File: src/hdl/bmt_pkg.sv
package bmt_pkg;

	// operation codes carried by the mode field
	typedef enum logic [2:0] {
		MODE_ADD    = 3'd0,
		MODE_REMOVE = 3'd1,
		MODE_ENABLE = 3'd2,
		MODE_CLEAR  = 3'd3,
		MODE_MATCH  = 3'd4,
		MODE_LOOKUP = 3'd5
	} mode_t;

	// result status codes
	typedef enum logic [1:0] {
		STAT_OK   = 2'd0,
		STAT_MISS = 2'd1,
		STAT_FULL = 2'd2
	} status_t;

	// controller states
	typedef enum logic [1:0] {
		ST_IDLE   = 2'd0,
		ST_SWEEP  = 2'd1,
		ST_COMMIT = 2'd2
	} state_t;

	localparam logic [2:0] KIND_EXECUTE = 3'd0;
	localparam logic [2:0] KIND_LIMIT   = 3'd5;
	localparam int         KINDS        = 5;

	// one breakpoint entry
	typedef struct packed {
		logic [15:0] id;
		logic [2:0]  kind;
		logic [15:0] address;
		logic [7:0]  value;
		logic        filter_on;
		logic        enabled;
		logic [31:0] hits;
	} entry_t;

	// operation token walking down the row of cells
	typedef struct packed {
		mode_t            mode;
		logic [2:0]       kind;
		logic [15:0]      address;
		logic [7:0]       data;
		logic [15:0]      id;
		logic             en;
		logic             found;
		entry_t           rep;
		logic [KINDS-1:0] mask;
	} token_t;

	// commit command broadcast to every cell
	typedef struct packed {
		logic   add_go;
		logic   shift_go;
		entry_t add_ent;
	} cmd_t;

endpackage

File: src/hdl/bmt_cell.sv
module bmt_cell #(
	parameter int SLOTS = 16,
	parameter int IDX   = 0,
	localparam int CW   = $clog2(SLOTS + 1)
) (
	input  logic            clk,
	input  logic            arst_n,
	input  logic [CW-1:0]   count,
	input  logic            in_valid,
	input  bmt_pkg::token_t in_tok,
	output logic            out_valid,
	output bmt_pkg::token_t out_tok,
	input  bmt_pkg::cmd_t   cmd,
	input  bmt_pkg::entry_t next_ent,
	output bmt_pkg::entry_t ent
);

	localparam logic [CW-1:0] MY = CW'(IDX);

	bmt_pkg::entry_t ent_q;
	bmt_pkg::entry_t upd;
	bmt_pkg::token_t tok_q;
	bmt_pkg::token_t nxt_tok;
	logic            out_valid_q;
	logic            shift_q;
	logic            live;
	logic            filt_ok;
	logic            claim;
	logic            gone;

	assign ent       = ent_q;
	assign out_tok   = tok_q;
	assign out_valid = out_valid_q;

	// local compare against the passing token
	always_comb begin
		live    = MY < count;
		filt_ok = !ent_q.filter_on || in_tok.kind == bmt_pkg::KIND_EXECUTE ||
			ent_q.value == in_tok.data;
		case (in_tok.mode)
			bmt_pkg::MODE_REMOVE, bmt_pkg::MODE_ENABLE, bmt_pkg::MODE_LOOKUP: begin
				claim = live && !in_tok.found && ent_q.id == in_tok.id;
			end
			bmt_pkg::MODE_MATCH: begin
				claim = live && !in_tok.found && ent_q.enabled &&
					in_tok.kind < bmt_pkg::KIND_LIMIT && ent_q.kind == in_tok.kind &&
					ent_q.address == in_tok.address && filt_ok;
			end
			default: begin
				claim = 1'b0;
			end
		endcase

		upd = ent_q;
		if (claim && in_tok.mode == bmt_pkg::MODE_ENABLE) begin
			upd.enabled = in_tok.en;
		end
		if (claim && in_tok.mode == bmt_pkg::MODE_MATCH && ent_q.hits != '1) begin
			upd.hits = ent_q.hits + 32'd1;
		end
		gone = claim && in_tok.mode == bmt_pkg::MODE_REMOVE;

		nxt_tok = in_tok;
		if (claim) begin
			nxt_tok.found = 1'b1;
			nxt_tok.rep   = upd;
		end
		// armed kinds as they stand after the operation
		if (live && upd.enabled && !gone && upd.kind < bmt_pkg::KIND_LIMIT) begin
			nxt_tok.mask = in_tok.mask | (bmt_pkg::KINDS'(1) << upd.kind);
		end
	end

	// token handoff to the neighbor
	always_ff @(posedge clk or negedge arst_n) begin
		if (!arst_n) begin
			out_valid_q <= 1'b0;
			shift_q     <= 1'b0;
		end else begin
			out_valid_q <= in_valid;
			if (cmd.shift_go) begin
				shift_q <= 1'b0;
			end else if (in_valid && in_tok.mode == bmt_pkg::MODE_REMOVE &&
				(in_tok.found || claim)) begin
				shift_q <= 1'b1;
			end
		end
	end

	// entry storage and token payload
	always_ff @(posedge clk) begin
		tok_q <= nxt_tok;
		if (cmd.add_go && MY == count) begin
			ent_q <= cmd.add_ent;
		end else if (cmd.shift_go && shift_q) begin
			ent_q <= next_ent;
		end else if (in_valid) begin
			ent_q <= upd;
		end
	end

endmodule

File: config.mk
export PLATFORM = sky130hd
export DESIGN_NAME = bmt_cell
export DESIGN_NICKNAME = d
export VERILOG_FILES = /design/src/hdl/bmt_pkg.sv /design/src/hdl/bmt_cell.sv
export SDC_FILE = /design/constraint.sdc
export NUM_CORES = 1
export LEC_CHECK = 0
export ABC_AREA = 1
export BUFFER_PORTS_ARGS = -buffer_cell sky130_fd_sc_hd__buf_2
export CAP_MARGIN = 10
export CORE_AREA = 2 2 193 195
export CTS_CLUSTER_SIZE = 12
export DETAILED_ROUTE_END_ITERATION = 12
export DIE_AREA = 0 0 195 197
export PLACE_DENSITY = 0.56
export SETUP_SLACK_MARGIN = 0.3
export SYNTH_ARGS = -nofsm -noshare
export SYNTH_HDL_FRONTEND = slang
export SYNTH_SLANG_ARGS = --single-unit
File: constraint.sdc
create_clock -name clk -period 8.5 [get_ports clk]
set_input_delay 0.425 -clock clk [delete_from_list [all_inputs] [get_ports clk]]
set_output_delay 0.425 -clock clk [all_outputs]
set_load 0.01 [all_outputs]
# == Word-level counts from Yosys, hierarchy flattened ==
# Cells that the tools add are included.
# totals
reg_bits,209
input_bits,294
out_inout_bits,208
word_cells,79
# classes
n_addsub,1
order_cmp,3
eq_ne,9
shift,1
mux,10
bitwise,1
n_reduce_logical,30
# ops
operator,n
2-to-1 mux 77 bit,3
2-to-1 mux 33 bit,1
adder 32 x 1 -> 32 bit (second input constant),1
equality test 16 bit,2
2-to-1 mux 32 bit,1
!= test 32 bit (second input constant),1
logical AND 1 bit,18
equality test 8 bit,1
equality test 3 bit (second input constant),2
less-than comparator 3 bit (second input constant),2
zero test 5 bit,1
less-than comparator 1 x 5 -> 1 bit (first input constant),1
2-to-1 mux 5 bit,1
bitwise OR 5 bit,1
left shift 1 x 3 -> 5 bit (first input constant),1
nonzero test 2 bit,2
equality test 3 x 1 -> 1 bit (second input constant),1
equality test 3 x 2 -> 1 bit (second input constant),1
equality test 3 bit,1
zero test 1 bit,3
zero test 3 bit,1
logical OR 1 bit,3
2-to-1 mux 1 bit,3
nonzero test 3 bit,1
2 further kinds,2

# == Longest topological paths before layout ==
# depth
depth_word,14
mapped_depth,16
mapped_depth_nobuf,15

# == Least setup slack after synthesis ==
# Ideal clock, no wire load.
# synth_timing
path_type,input port to flip-flop
from,input port count[0]
to,"register ent_q (netlist bit ent[0]), enable pin"
setup_ns,0.375
arrival_ns,4.710
required_time_ns,8.125
slack_ns,3.415
cell_stages,4
n_path_buf,0
path_cell_list,nor2_1 > nand3b_1 > o21ai_0 > or2_2
# synth_between
elab_chain_cells,3
# synth_rtl
item,line_no,text
start: declaration,bmt_cell.sv:8,"input logic [CW-1:0] count,"
zero test 5 bit,bmt_cell.sv:93,if (cmd.add_go && MY == count) begin
logical AND 1 bit,bmt_cell.sv:93,
nonzero test 3 bit (no source line),-,
end signal: assignment,bmt_cell.sv:94,ent_q <= cmd.add_ent;
end signal: assignment,bmt_cell.sv:96,ent_q <= next_ent;
end signal: assignment,bmt_cell.sv:98,ent_q <= upd;
end: declaration,bmt_cell.sv:20,bmt_pkg::entry_t ent_q;
# Every way passes these cells.
# A chain may end at the register's enable or synchronous reset.

# == Worst setup path after layout ==
# layout_timing
from,input port in_tok[116] in the netlist's numbering
to,register shift_q
# layout_between
elab_chain_cells,7
# layout_rtl
item,line_no,text
start: declaration,bmt_cell.sv:10,"input bmt_pkg::token_t in_tok,"
equality test 16 bit,bmt_cell.sv:47,ent_q.address == in_tok.address && filt_ok;
logical AND 1 bit,bmt_cell.sv:46,in_tok.kind < bmt_pkg::KIND_LIMIT && ent_q.kind == in_tok.kind &&
logical AND 1 bit,bmt_cell.sv:47,
case mux 1 bit (2 select lines),bmt_cell.sv:40,case (in_tok.mode)
logical OR 1 bit,bmt_cell.sv:84,(in_tok.found || claim)) begin
logical AND 1 bit,bmt_cell.sv:83,end else if (in_valid && in_tok.mode == bmt_pkg::MODE_REMOVE &&
nonzero test 2 bit (no source line),-,
end signal: assignment,bmt_cell.sv:78,shift_q <= 1'b0;
end signal: assignment,bmt_cell.sv:82,shift_q <= 1'b0;
end signal: assignment,bmt_cell.sv:85,shift_q <= 1'b1;
end: declaration,bmt_cell.sv:25,logic shift_q;
# Every way passes these cells.

==> metrics.txt <==
status=finished clean; die height=197 um; post-route worst setup slack=5.32 ns; GRT met3 Usage=about 3.6%; Critical Path RT=8.98 ns; share of the synthesized area in the top cell type=26.7%; CP Class=in -> reg; largest area contributor in the netlist=dfxtp_1; crit start category=input pin; Critical Path Start=in_tok[116]; first-pass GRT wire length=roughly 59000 um; Die ar.=between 0.03 and 0.04 mm^2; Avg WL per Cell=17.6 um; post-layout instance area=0.0138 mm^2; Slew headroom=32.6%; sequential area share after synthesis=51.0%; post-cts resize count=0; RSZ-0062 raised after global routing=false; max-slew violations=0; commonest non-fill, non-tap cells in the layout=nand2_1, buf_2, nor2_1; CTS sink count=209; crit path to=shift_q; leading post-synthesis cells by cell area=dfxtp_1, edfxtp_1, nand2_1; nets@finish=approximately 2100; clock latency on the worst-skew pair=0.55 ns; Post-Syn Area per Cell=7.56 um^2; core region area=0.0363 mm^2; pre-CTS setup slack=5.21 ns; starting density of the core=26.9%; clk root buf=clkbuf_16; met2 Use GR=between 30 and 40%; commonest non-fill, non-tap cell in the layout=nand2_1; post-route ant nets=0; RePlAce Congestion=~0.91; Post-Syn Area=0.00974 mm^2; vias in the first global route=10200; multi-input logic area=0.00430 mm^2; Max Root-Sink Buffers=3; drc violations=0; Unique masters post-synth=34; routed vias/inst=4.47; via count=between 10000 and 15000; Setup crit end kind=flip-flop; Setup Skew=0.0186 ns; Post-Syn Nets=1583; gr ovfl total=0; global-route track usage on met1=~24%; reg-to-reg startpoint=ent[45]; min Tclk post-route=approximately 3.2 ns; DRT Pass-1 Iters=5; Critical Path AT=3.66 ns; fill count=3853; # rows=70; flop2flop setup slack=5.38 ns; H-Tree Depth=1; max_cap viols=0; largest net degree at the start of global routing=81; Worst-Margin Slew=1.01 ns; Reg clk slew, reported paths=about 0.060 ns; Seq. cell area=0.00496 mm^2; initial DRC count=606; maximum VDD drop=0.135 mV; TritonCTS buffer count=25; IO Pins=about 500; reg2reg end=shift_q; PortBufs=501; YS warnings=0; initial antenna violation count=5; Post-Syn Instances=1288; Setup TNS=0 ns; Final Cycle Share=37.4%; pwr/cell area=between 150 and 200 mW/mm^2; reg2reg path depth=12; share of layout cells above drive strength 1=around 32%; P&R area growth vs syn=41.9%; Hold Crit Class=in -> reg; gr usage total=20.2%; Final setup viols=0; crit path max fanout=56; WL final=approximately 40000 um; Die X=195 um; Post-DP HPWL=just over 30000 um; Hold Vio Cnt, Final=0; CTS tree=built; Cell Area, Placed=0.0127 mm^2; grt peak-use layer=met2; Seq cells post-synth=209; Pleak=~0.007 uW; Max Fclk=314 MHz
==> stage by stage <==
| stage | util, % | hold slack, ns | total power (uW) | cells |
|---|---|---|---|---|
| finish | 38.1 | 0.0289 | 2530 | 2295 |
| global route | 38.1 | 0.00698 | 2630 | 2293 |
| CTS | 38.1 | 0.00146 | 2560 | 2290 |
| global placement | 34.9 | 0.235 | 1440 | 2213 |
| floorplan | - | 0.129 | 1270 | 1288 |
| detailed placement | 34.9 | 0.234 | 1440 | 2213 |
==> cells in the mapped netlist (all sizes together) <==
master / number
nand2: 605
nor2: 135
dfxtp: 130
edfxtp: 77
o21ai: 67
inv: 65
nand3: 40
xor2: 34
buf: 29
xnor2: 26
clkbuf: 22
nand4: 21
nor3: 15
nor4: 8
a31oi: 2
and2: 2
dfrtp: 2
nand3b: 2
a21oi: 1
and3: 1
ha: 1
nand2b: 1
o21bai: 1
or2: 1
==> worst min-delay path by stage <==
stage | end | cells after the start | from | slack (ns)
final | out_tok[93] | 1 | in_tok[93] | 0.03
after global routing | out_tok[93] | 1 | in_tok[93] | 0.007
after CTS | out_tok[112] | 1 | in_tok[112] | 0.001
after detailed placement | out_valid | 1 | arst_n | 0.23
after global placement | out_valid | 1 | arst_n | 0.23
after floorplan | out_valid | 0 | arst_n | 0.13
==> logic make-up after synthesis <==
kind of cell | count (synthesis) | share of synthesized area [%]
flip-flops | 209 | 51.0
AND/OR/NAND/NOR | 831 | 34.7
buffers and inverters | 116 | 5.11
XOR/XNOR | 60 | 5.40
AO/OA/AOI/OAI | 71 | 3.70
adder cells (fa/ha/maj) | 1 | 0.128
==> final cells by class <==
type | instances | share of cell area (%)
Timing Repair Buffer | 539 | 20.8
Multi-Input combinational cell | 963 | 31.1
Antenna cell | 5 | 0.0905
Tap cell | 468 | 4.24
Clock inverter | 9 | 0.670
Sequential cell | 209 | 35.9
Inverter | 65 | 1.79
Clock buffer | 37 | 5.45
==> worst max-delay path, cell delays in order <==
cell and delay, ns:
dlygate4sd3_1 0.54, buf_2 0.14, xnor2_1 0.28, nand2_1 0.09
nor2_1 0.09, nand2_1 0.06, nor2_1 0.10, nand4_1 0.26
nand2_2 0.16, clkinv_2 0.45, buf_4 0.50, nand2_1 0.19
nand3_1 0.09, a21oi_1 0.13
==> registers in the layout, indices dropped and copies added (netlist names) <==
name,count
ent,77
out_tok,130
shift_q,1
out_valid,1
==> metal layers <==
layer	vias up	wire, um
li1	5095	-
met2	437	19700
met5	-	0
met3	84	2720
met1	4654	16700
met4	0	1440
==> report_power, final <==
part / internal, uW / switching, uW
sequential: 1090 / 37.1
clock: 650 / 451
combinational: 135 / 166
total: 1870 / 654
==> repair_timing <==
| action | 4_1_cts | 5_1_grt |
|---|---|---|
| hold endpoints to repair | 32 | 0 |
| hold buffers | 31 | 0 |
| buffers inserted | 0 | 0 |
Note: power is estimated with default switching activity, not from simulation.
